<file path="src/itoa_pkg.sv">
// Widths, format codes and the digit-to-character function of the integer-to-ASCII block.
package itoa_pkg;

    // Word width and the number of digits kept per number
    localparam int VALUE_WIDTH = 32;
    localparam int MAX_DIGITS  = 10;

    // Derived widths
    localparam int TDATA_W = ((VALUE_WIDTH + 7) / 8) * 8;
    localparam int DIG_W   = MAX_DIGITS * 4;
    localparam int CNT_W   = $clog2(VALUE_WIDTH);
    localparam int IDX_W   = $clog2(MAX_DIGITS);

    // ASCII characters
    localparam logic [7:0] CH_MINUS = 8'h2d;
    localparam logic [7:0] CH_ZERO  = 8'h30;
    localparam logic [7:0] CH_A     = 8'h61;

    // Format codes carried on tuser; the spare code reads as unsigned decimal
    typedef enum logic [1:0] {
        FMT_SDEC = 2'd0,
        FMT_UDEC = 2'd1,
        FMT_HEX  = 2'd2
    } t_fmt;

    // Sequencer states
    typedef enum logic [1:0] {
        ST_IDLE,
        ST_SHIFT,
        ST_FIND,
        ST_EMIT
    } t_state;

    // One digit (decimal or hex) to its lower-case ASCII character
    function automatic logic [7:0] digit_char(input logic [3:0] d);
        logic [7:0] c;
        if (d < 4'd10) begin
            c = 8'(CH_ZERO + {4'b0000, d});
        end else begin
            c = 8'(CH_A + {4'b0000, d} - 8'd10);
        end
        return c;
    endfunction

endpackage

</file>
<file path="src/integer_to_ascii_digits_top.sv">
// Integer-to-ASCII converter: shift-and-adjust digit extraction and character emitter.
//
//  Channel   Direction  tdata (low bit up)           tuser / tlast
//  s_axis    in         value[VALUE_WIDTH-1:0], pad  tuser: format_kind[1:0]
//  m_axis    out        out_char[7:0]                tlast: last_char
//
// A number is accepted in idle, then passes one shift-and-adjust step per input bit and a step
// that finds the leading digit, and then the emit state sends one character at a time;
// a stalled output holds the emit state.
// The single shift-and-adjust unit over the digit register handles the input bits in turn.
// Reset (synchronous, active low) returns the sequencer to idle and empties the output.
// The output register holds a character until taken; a new number is accepted as
// soon as the last character of the previous one sits in that register.
module integer_to_ascii_digits_top
    import itoa_pkg::*;
(
    input  logic               i_clk,
    input  logic               i_rst_n,
    // Input stream
    input  logic               s_axis_tvalid,
    output logic               s_axis_tready,
    input  logic [TDATA_W-1:0] s_axis_tdata,   // value[VALUE_WIDTH-1:0], zero padding
    input  logic [1:0]         s_axis_tuser,   // format_kind[1:0]
    // Output stream
    output logic               m_axis_tvalid,
    input  logic               m_axis_tready,
    output logic [7:0]         m_axis_tdata,   // out_char[7:0]
    output logic               m_axis_tlast    // last_char
);

    t_state                 r_state, n_state;
    logic [VALUE_WIDTH-1:0] r_work, n_work;
    logic [DIG_W-1:0]       r_digits, n_digits;
    logic                   r_ovf, n_ovf;
    logic                   r_hex, n_hex;
    logic                   r_sign, n_sign;
    logic [CNT_W-1:0]       r_bit_cnt, n_bit_cnt;
    logic [IDX_W-1:0]       r_idx, n_idx;
    logic                   r_out_valid, n_out_valid;
    logic [7:0]             r_out_char, n_out_char;
    logic                   r_out_last, n_out_last;

    logic                   in_xfer;
    logic                   out_free;
    logic [VALUE_WIDTH-1:0] in_value;
    t_fmt                   in_fmt;
    logic [DIG_W-1:0]       adj_digits;
    logic [IDX_W-1:0]       top_idx;
    logic [3:0]             cur_digit;

    assign in_value = s_axis_tdata[VALUE_WIDTH-1:0];
    assign in_fmt   = t_fmt'(s_axis_tuser);
    assign in_xfer  = s_axis_tvalid && s_axis_tready;
    assign out_free = !r_out_valid || m_axis_tready;

    assign s_axis_tready = (r_state == ST_IDLE);
    assign m_axis_tvalid = r_out_valid;
    assign m_axis_tdata  = r_out_char;
    assign m_axis_tlast  = r_out_last;

    // Add-3 correction in decimal mode on every digit of 5 or more before the decimal doubling
    always_comb begin
        for (int i = 0; i < MAX_DIGITS; i++) begin
            if (!r_hex && (r_digits[4*i +: 4] >= 4'd5)) begin
                adj_digits[4*i +: 4] = r_digits[4*i +: 4] + 4'd3;
            end else begin
                adj_digits[4*i +: 4] = r_digits[4*i +: 4];
            end
        end
    end

    // Leading digit position; digits lost off the top keep the full width
    always_comb begin
        top_idx = '0;
        for (int i = 0; i < MAX_DIGITS; i++) begin
            if (r_digits[4*i +: 4] != 4'd0) begin
                top_idx = IDX_W'(i);
            end
        end
        if (r_ovf) begin
            top_idx = IDX_W'(MAX_DIGITS - 1);
        end
    end

    assign cur_digit = r_digits[4*r_idx +: 4];

    // Next state
    always_comb begin
        n_state = r_state;
        case (r_state)
            ST_IDLE: begin
                if (in_xfer) begin
                    n_state = ST_SHIFT;
                end
            end
            ST_SHIFT: begin
                if (r_bit_cnt == '0) begin
                    n_state = ST_FIND;
                end
            end
            ST_FIND: begin
                n_state = ST_EMIT;
            end
            ST_EMIT: begin
                if (out_free && !r_sign && (r_idx == '0)) begin
                    n_state = ST_IDLE;
                end
            end
            default: begin
                n_state = ST_IDLE;
            end
        endcase
    end

    // Datapath and output register
    always_comb begin
        n_work      = r_work;
        n_digits    = r_digits;
        n_ovf       = r_ovf;
        n_hex       = r_hex;
        n_sign      = r_sign;
        n_bit_cnt   = r_bit_cnt;
        n_idx       = r_idx;
        n_out_valid = r_out_valid;
        n_out_char  = r_out_char;
        n_out_last  = r_out_last;

        if (r_out_valid && m_axis_tready) begin
            n_out_valid = 1'b0;
        end

        case (r_state)
            ST_IDLE: begin
                if (in_xfer) begin
                    n_hex     = (in_fmt == FMT_HEX);
                    n_sign    = (in_fmt == FMT_SDEC) && in_value[VALUE_WIDTH-1];
                    n_work    = n_sign ? (~in_value + 1'b1) : in_value;
                    n_digits  = '0;
                    n_ovf     = 1'b0;
                    n_bit_cnt = CNT_W'(VALUE_WIDTH - 1);
                end
            end
            ST_SHIFT: begin
                // Next word bit enters the digit register from below
                n_digits  = {adj_digits[DIG_W-2:0], r_work[VALUE_WIDTH-1]};
                n_ovf     = r_ovf | adj_digits[DIG_W-1];
                n_work    = r_work << 1;
                n_bit_cnt = r_bit_cnt - 1'b1;
            end
            ST_FIND: begin
                n_idx = top_idx;
            end
            ST_EMIT: begin
                if (out_free) begin
                    n_out_valid = 1'b1;
                    if (r_sign) begin
                        n_out_char = CH_MINUS;
                        n_out_last = 1'b0;
                        n_sign     = 1'b0;
                    end else begin
                        n_out_char = digit_char(cur_digit);
                        n_out_last = (r_idx == '0);
                        if (r_idx != '0) begin
                            n_idx = r_idx - 1'b1;
                        end
                    end
                end
            end
            default: begin
            end
        endcase
    end

    // Control registers
    always_ff @(posedge i_clk) begin
        if (!i_rst_n) begin
            r_state     <= ST_IDLE;
            r_out_valid <= 1'b0;
        end else begin
            r_state     <= n_state;
            r_out_valid <= n_out_valid;
        end
    end

    // Payload registers
    always_ff @(posedge i_clk) begin
        r_work     <= n_work;
        r_digits   <= n_digits;
        r_ovf      <= n_ovf;
        r_hex      <= n_hex;
        r_sign     <= n_sign;
        r_bit_cnt  <= n_bit_cnt;
        r_idx      <= n_idx;
        r_out_char <= n_out_char;
        r_out_last <= n_out_last;
    end

    // An accepted number starts the shift phase next cycle
    a_accept_starts: assert property (@(posedge i_clk) disable iff (!i_rst_n)
        in_xfer |=> (r_state == ST_SHIFT))
        else $error("accepted number did not start conversion");

    // Shift phase always begins with the full bit count
    a_shift_count: assert property (@(posedge i_clk) disable iff (!i_rst_n)
        $rose(r_state == ST_SHIFT) |-> (r_bit_cnt == CNT_W'(VALUE_WIDTH - 1)))
        else $error("shift phase started with wrong bit count");

    // The digit pointer stays within the digit register while emitting
    a_idx_range: assert property (@(posedge i_clk) disable iff (!i_rst_n)
        (r_state == ST_EMIT) |-> (r_idx <= IDX_W'(MAX_DIGITS - 1)))
        else $error("digit pointer out of range");

    // A minus sign is never the final character of a number
    a_minus_not_last: assert property (@(posedge i_clk) disable iff (!i_rst_n)
        (m_axis_tvalid && m_axis_tlast) |-> (m_axis_tdata != CH_MINUS))
        else $error("minus sign flagged as last character");

endmodule
</file>
<file path="config.mk">
export PLATFORM = sky130hd
export DESIGN_NAME = integer_to_ascii_digits_top
export DESIGN_NICKNAME = d
export VERILOG_FILES = /design/src/itoa_pkg.sv /design/src/integer_to_ascii_digits_top.sv
export SDC_FILE = /design/constraint.sdc
export NUM_CORES = 1
export LEC_CHECK = 0
export ABC_CLOCK_PERIOD_IN_PS = 7100
export BUFFER_PORTS_ARGS = -buffer_cell sky130_fd_sc_hd__buf_2
export CAP_MARGIN = 10
export CORE_MARGIN = 3
export CORE_UTILIZATION = 40
export CTS_BUF_LIST = sky130_fd_sc_hd__clkbuf_16
export CTS_CLUSTER_SIZE = 24
export DETAILED_ROUTE_END_ITERATION = 12
export GPL_TIMING_DRIVEN = 1
export HOLD_SLACK_MARGIN = 0.03
export SYNTH_ARGS = -nofsm -noshare
export SYNTH_HDL_FRONTEND = slang
export SYNTH_SLANG_ARGS = --single-unit
</file>
<file path="constraint.sdc">
create_clock -name i_clk -period 7.1 [get_ports i_clk]
set_input_delay 1.42 -clock i_clk [delete_from_list [all_inputs] [get_ports i_clk]]
set_output_delay 1.42 -clock i_clk [all_outputs]
set_load 0.005 [all_outputs]
</file>
[Yosys cells after proc, flatten, opt, wreduce, memory -nomap -nowiden]
Index checks and enable logic that the tools add are counted.
Word-level totals
  bits in registers: 96
  bits of input ports: 38
  output and inout port bits: 11
  logic and storage cells: 137
Operators by class
  add/subtract/negate cells: 16
  order comparisons: 11
  equal/unequal tests: 10
  shifts and indexed selects: 1
  muxes and demuxes: 44
  bitwise operators: 2
  reduce and logical (&&, ||, !) cells: 42
Operators with widths (count)
  $mux W4: 22
  $pmux W40 S2: 1
  $mux W32: 2
  $pmux W32 S2: 1
  $add A4 B2 Y4 const B: 10
  $ge A4 B3 Y1 const B: 10
  $mux W40: 1
  $reduce_bool A4 Y1: 10
  $shiftx A40 B7 Y4: 1
  $add A32 B1 Y32 const B: 1
  $not A32 Y32: 1
  $logic_and A1 B1 Y1: 15
  $ne A2 B2 Y1 const B: 5
  $pmux W5 S2: 1
  $add A7 B4 Y8 const A: 1
  $mux W8: 1
  $pmux W2 S4: 1
  $pmux W4 S2: 1
  $sub A8 B4 Y8 const B: 1
  $add A6 B4 Y7 const A: 1
  $mux W1: 7
  $eq A2 B2 Y1 const B: 3
  $mux W2: 3
  $reduce_and A2 Y1: 3
  other kinds (16): 23

[Depth between registers and ports, before layout]
Gate-level depths: netlist (run 1).
  depth after elaboration: 12
  gate-level depth with buffers: 10
  depth with buffers taken out: 8

[Worst setup path after synthesis (run 1)]
Ideal clock, no wire load.
  path kind: input to register
  start: input port s_axis_tdata[0]
  end: register r_work[28], data pin
  library setup time: 0.260 ns
  data arrival time: 3.176 ns
  required time: 6.840 ns
  setup slack: 3.664 ns
  cell stages on the path: 8
  buffers on the path: 0
  path through: inv_1 ha_1 or4b_4 or3b_4 nor3_4 a21oi_2 xor2_1 mux2_2
On the way
  word-level cells in the longest chain between the ends: 5
RTL lines
  start: declaration: line integer_to_ascii_digits_top.sv:22  | input logic [TDATA_W-1:0] s_axis_tdata,
  $not A32 Y32: line integer_to_ascii_digits_top.sv:137  | n_work = n_sign ? (~in_value + 1'b1) : in_value;
  $add A32 B1 Y32: line integer_to_ascii_digits_top.sv:137
  $mux W32: line integer_to_ascii_digits_top.sv:137
  $mux W32: line integer_to_ascii_digits_top.sv:134  | if (in_xfer) begin
  $pmux W32 S2: line integer_to_ascii_digits_top.sv:132  | case (r_state)
  via n_work[28]: line integer_to_ascii_digits_top.sv:32  | logic [VALUE_WIDTH-1:0] r_work, n_work;
  end signal: assignment: line integer_to_ascii_digits_top.sv:187  | r_work <= n_work;
  end: declaration: line integer_to_ascii_digits_top.sv:32
The timed path passes the listed nets, and every way through them passes these cells. The select of a mux whose other input is x is not followed.
A chain may end at the register's enable or synchronous reset.

[Worst setup path in the final report (run 1)]
Same ends and word-level chain as after synthesis.

==> results of run 1 <==
==> layout make-up <==
class,count,area (µm²)
Multi-Input combinational cell,434,2970
Sequential cell,95,2820
Tap cell,184,230
Inverter,35,131
Clock buffer,9,225
Timing Repair Buffer,48,243
Fill cell,1410,7980
Clock inverter,5,45.0
==> where the power goes <==
part           switching, W  internal (W)  leakage [nW]
Clock              0.000199      0.000264         0.143
Combinational      0.000590      0.000438          1.52
Sequential         0.000233      0.000994         0.911
Total               0.00102       0.00170          2.57
==> Yosys cell counts (3+ instances only) <==
cell      count  share of area [%]
nand2b_1     14                1.5
dfxtp_1       3                1.0
nor3_1       12                1.0
o22ai_1       6               0.62
a21boi_0     12                1.5
a31oi_1       5               0.52
nor2b_1       6               0.62
o211ai_1     10                1.2
and2_1       23                2.4
mux2i_1      17                2.8
nand3_1       4               0.33
nand2_1      54                3.4
o21ai_0      39                3.2
inv_1        35                2.2
clkbuf_1     19                1.2
xnor2_1      45                6.6
nor3b_1       5               0.62
mux2_2        5               0.94
a21oi_1      33                2.7
xor2_1        8                1.2
or4_1        11                1.4
nor2_1       44                2.7
ha_1         29                6.0
o211a_1      10                1.7
mux4_2        3                1.1
edfxtp_1     92                 46
o21ai_1       6               0.50
o41ai_1       3               0.44
==> per-stage QoR <==
stage / instance area [µm²] / utilization [%] / hold slack, ns / setup WS (ns)
final: 6660 / 45.5 / 0.526 / 3.77
after global routing: 6660 / 45.5 / 0.557 / 3.61
after CTS: 6660 / 45.5 / 0.531 / 3.78
after detailed placement: 6390 / 43.7 / 0.515 / 3.41
after global placement: 6390 / 43.7 / 0.508 / 3.44
after floorplan: 6020 / - / 0.500 / 3.66
==> logic make-up (layout without fill, tap and decap cells) <==
logic type               after synthesis  in the layout  synth area share, %
AND/OR/NAND/NOR                      189            189                 16.3
buffers and inverters                 60             97                 3.91
other                                  2              2                0.125
adder cells (fa/ha/maj)               29             29                 6.03
XOR/XNOR                              53             53                 7.71
flip-flops                            95             95                 46.9
AO/OA/AOI/OAI                        136            136                 14.1
multiplexers                          25             25                 4.89
==> final timing paths <==
path	startpoint	endpoint	slack [ns]	cells after the start
max reg2reg	r_idx[0]$_DFFE_PP_	m_axis_tdata[2]$_SDFFCE_PP1P_	4.20	7
min reg2reg	r_work[12]$_DFFE_PP_	r_work[13]$_DFFE_PP_	0.53	2
min	r_work[12]$_DFFE_PP_	r_work[13]$_DFFE_PP_	0.53	2
max	s_axis_tdata[0]	r_work[28]$_DFFE_PP_	3.77	9
==> flip-flops by register name, summed over array words and instances (netlist names) <==
name,count
r_digits,40
r_work,32
m_axis_tdata,7
r_bit_cnt,5
r_idx,4
r_state,2
m_axis_tlast,1
m_axis_tvalid,1
r_hex,1
r_ovf,1
r_sign,1
==> worst reg2reg max path: cells and delay by family, from the launching register on <==
kind                       cells  cell delay (ns)
adders and majority gates      1             0.23
AOI/OAI and AO/OA              3             0.42
DFF                            1             0.95
muxes                          1             0.62
and+or+nand+nor                2             0.42
==> layer usage <==
metal	vias up	wire [µm]	part of all wire (%)
li1	2175	-	-
met1	2043	5800	48
met2	78	5630	47
met3	13	445	3.7
met4	0	148	1.2
met5	-	0	0
==> flow_summary.yaml, run 1 <==
power_and_ir_drop:
  ir_drop_v: 0.000197
  p_total_w: 0.00272
  leakagePower_nw: 2.57
  p_per_area_nw_per_um2: 408
die:
  die_w_um: 129
  dieArea_um2: 16600
  ioPinCount: 49
  rows: 44
  start_util_pct: 41.1
  core_area_um2: 14600
  die_y_um: 129
placement:
  place_inst: 796
  gp_congestion: 0.849
  io_buffers: 47
  dpl.hpwl_um: 8290
cts:
  postCtsSetupBuffers: 0
  clkSinkCount: 95
  clkTransAtPathRegs_ns: 0.06
  htree_levels: 3
  cts-resized-gates: 0
  clock_latency_ns: 0.35
  ctsLongestPathBuffers: 2
  cts_tree: "done"
  cts_buffers: 9
  cts_root_buf: "clkbuf_16"
  cts_hold_buffers: 0
sta:
  timing.final.crit_share_pct: 46.9
  drv_slew: 0
  worst_slew_margin_rel_pct: 27.1
  worst_pin_slew_ns: 1.09
  clock_skew_ns: 0.00601
  finalHoldViolations: 0
  clock.fmax_ghz: 0.300
  rsz0062_at_grt: "no"
  setup_viol: 0
  finalSetupTns_ns: 0
  min_period_ns: 3.33
critical_path:
  crit_chain: "buf_2 > inv_1 > ha_1 > or4b_4 > or3b_4 > nor3_4 > a21oi_2 > xor2_1 > mux2_2"
  slowest_stage: "or4b_4"
  path_delay_family: "simple AND/OR/NAND/NOR gates"
  cp-end-kind: "flip-flop"
  crit_fanout: 4
  path_buf_inv: 2
  crit_path_max_incr_delay_ns: 0.48
  path_class: "primary input to flip-flop"
  startpoint_type: "primary input"
  cp_data_arrival_time_ns: 3.43
  cp_data_required_time_ns: 7.20
yosys:
  yosysWarnings: 0
  syn-mean-instance-area_um2: 10.2
  synthCells: 589
  synth-seq-area-share_pct: 46.9
  synthArstFlopShare_pct: 0
  synth_seq_cells: 95
  synthFlopType: "edfxtp_1"
  syn_nets: 656
  synthDistinctLibCells: 53
  netlist_area_um2: 6020
  synth-edff-count: 92
drt:
  drc_errors: 0
  drt_wl_total_um: 12000
  first_pass_iters: 4
  wire_per_inst_um: 14.8
  ant_nets: 0
  via_per_inst: 5.32
  num_vias: 4309
  first_iter_violations: 241
grt:
  antenna_found_initial: 0
  grt_first_pass_wirelength_um: 20100
  grt_max_degree: 107
  grt_use_met1_pct: 19.8
  top_usage_layer: "met2"
  gr-usage-met2_pct: 25.0
  grt.overflow.total: 0
  grt_pass1_vias: 4156
  gr-usage-all-layers_pct: 15.1
  grt_use_met3_pct: 3.82
cells_and_area:
  area_growth_pct: 10.7
  n_antenna_cell: 0
  final_common_cell: "edfxtp_1"
  nets: 690
  final_layout_size_suffix_gt1_share_pct: 12.3
  mostFrequentLayoutCells: "edfxtp_1 (92), nand2_1 (54), buf_2 (47), xnor2_1 (45), nor2_1 (44)"
  layout.cells.non_filler: 810
status:
  status: "complete, no violations"
run:
  max-cap-violations: 0
min_path:
  min_path_type: "flip-flop to flip-flop"
Power figures use the tool's default switching activity.
==> run 2: changes to the inputs <==
--- a/config.mk
+++ b/config.mk
@@ -5,7 +5,7 @@
 export SDC_FILE = /design/constraint.sdc
 export NUM_CORES = 1
 export LEC_CHECK = 0
-export ABC_CLOCK_PERIOD_IN_PS = 7100
+export ABC_CLOCK_PERIOD_IN_PS = 3160
 export BUFFER_PORTS_ARGS = -buffer_cell sky130_fd_sc_hd__buf_2
 export CAP_MARGIN = 10
 export CORE_MARGIN = 3
==> constraint.sdc (replaced) <==
create_clock -name i_clk -period 3.16 [get_ports i_clk]
set_input_delay 0.632 -clock i_clk [delete_from_list [all_inputs] [get_ports i_clk]]
set_output_delay 0.632 -clock i_clk [all_outputs]
set_load 0.005 [all_outputs]
==> run 2 against run 1 <==
Flip-flop and latch count unchanged. Routed wire length up 0.96%. Power up 130%. Design area up 1.0%. Critical endpoint unchanged. Largest cell class unchanged. Largest power group unchanged.
==> flow_summary.yaml, run 2 (synthesized netlist as in run 1, its figures left out) <==
status:
  status: "complete, no violations"
die:
  core_area_um2: 14600
  start_util_pct: 41.1
  dieArea_um2: 16600
  die_y_um: 129
  ioPinCount: 49
  die_w_um: 129
  rows: 44
drt:
  wire_per_inst_um: 14.9
  first_iter_violations: 204
  drt_wl_total_um: 12100
  drc_errors: 0
  first_pass_iters: 4
  num_vias: 4348
  via_per_inst: 5.33
  ant_nets: 0
critical_path:
  r2r_start: "r_idx[0]$_DFFE_PP_"
  cp-end-kind: "flip-flop"
  path_class: "primary input to flip-flop"
  r2r_cells: 7
  cp_data_arrival_time_ns: 2.66
  cp_data_required_time_ns: 3.27
  r2r_end: "m_axis_tdata[2]$_SDFFCE_PP1P_"
  crit_fanout: 4
  rrSetupSlack_ns: 0.62
  startpoint_type: "primary input"
grt:
  grt_pass1_vias: 4335
  grt.overflow.total: 0
  grt_first_pass_wirelength_um: 20600
  antenna_found_initial: 0
  gr-usage-all-layers_pct: 15.4
  grt_max_degree: 107
placement:
  dpl.hpwl_um: 8640
  gp_congestion: 0.840
  io_buffers: 47
sta:
  rsz0062_at_grt: "no"
  drv_slew: 0
  worst_slew_margin_rel_pct: 36.1
  clock.fmax_ghz: 0.391
  hold_slack_ns: 0.518
  worst_pin_slew_ns: 0.959
  finalSetupTns_ns: 0
  finalHoldViolations: 0
  setup_viol: 0
  clock_skew_ns: 0.00751
  timing.final.crit_share_pct: 80.9
  min_period_ns: 2.56
cts:
  cts-resized-gates: 0
  clkTransAtPathRegs_ns: 0.07
  clkSinkCount: 95
  clock_latency_ns: 0.35
  ctsLongestPathBuffers: 2
  htree_levels: 3
  cts_hold_buffers: 0
  cts_root_buf: "clkbuf_16"
  postCtsSetupBuffers: 0
  cts_buffers: 9
  cts_tree: "done"
min_path:
  min_path_type: "primary input to flip-flop"
  whs_path_depth: 3
  hold_start: "i_rst_n"
  min_to: "r_state[0]$_SDFFE_PN0P_"
cells_and_area:
  area_growth_pct: 11.9
  nets: 694
  registers.top_by_ff_count: "r_digits"
  n_antenna_cell: 0
  final_layout_size_suffix_gt1_share_pct: 13.1
  mostFrequentLayoutCells: "edfxtp_1 (92), nand2_1 (54), buf_2 (47), xnor2_1 (45), nor2_1 (44)"
  final_common_cell: "edfxtp_1"
  largest_reg_flops: 40
run:
  max-cap-violations: 0
power_and_ir_drop:
  p_per_area_nw_per_um2: 916
  leakagePower_nw: 2.61
  ir_drop_v: 0.000399
  p_total_w: 0.00617
run 2: metal layers:
metal	vias up	GRT usage (%)	part of all wire, %
li1	2187	-	-
met1	2062	20.0	48
met2	83	25.4	46
met3	16	4.28	4.3
met4	0	4.14	1.4
met5	-	0	0
run 2: worst max-delay path: stages:
cell and delay, ns:
buf_2 0.11, inv_1 0.08, ha_1 0.18, or4b_4 0.48, or3b_4 0.46, nor3_4 0.20
a21oi_2 0.09, xor2_1 0.17, mux2_2 0.26
run 2: cell type report:
class                      instances  area, µm²
fill                            1384       7910
clock inverter                     7       58.8
clock buffer                       9        225
multi-input combinational        434       2970
inverter                          35        131
tap                              184        230
timing repair buffer              52        298
sequential                        95       2820
run 2: how the worst max path moves through the flow:
stage | from | end | slack (ns) | cells past startpoint
3_5_place_dp | s_axis_tdata[0] | r_work[28]$_DFFE_PP_ | 0.23 | 9
2_1_floorplan | s_axis_tdata[0] | r_work[28]$_DFFE_PP_ | 0.51 | 8
6_report | s_axis_tdata[0] | r_work[28]$_DFFE_PP_ | 0.60 | 9
5_1_grt | r_idx[0]$_DFFE_PP_ | m_axis_tdata[2]$_SDFFCE_PP1P_ | 0.41 | 7
4_1_cts | s_axis_tdata[0] | r_work[28]$_DFFE_PP_ | 0.61 | 9
3_3_place_gp | s_axis_tdata[0] | r_work[28]$_DFFE_PP_ | 0.30 | 9
run 2: per-stage QoR:
| step | util, % | worst slack, ns | cell area, µm² | std cells |
|---|---|---|---|---|
| 2_1_floorplan | - | 0.512 | 6020 | 589 |
| 5_1_grt | 46.0 | 0.409 | 6730 | 816 |
| 6_report | 46.0 | 0.604 | 6730 | 816 |
| 4_1_cts | 46.0 | 0.614 | 6730 | 816 |
| 3_3_place_gp | 44.0 | 0.296 | 6450 | 800 |
| 3_5_place_dp | 44.0 | 0.229 | 6450 | 800 |
run 2: power by group:
group	leakage, nW	switching, W	total [W]	internal, W
combinational	1.54	0.00135	0.00238	0.00103
sequential	0.911	0.000508	0.00273	0.00222
clock	0.151	0.000460	0.00106	0.000602
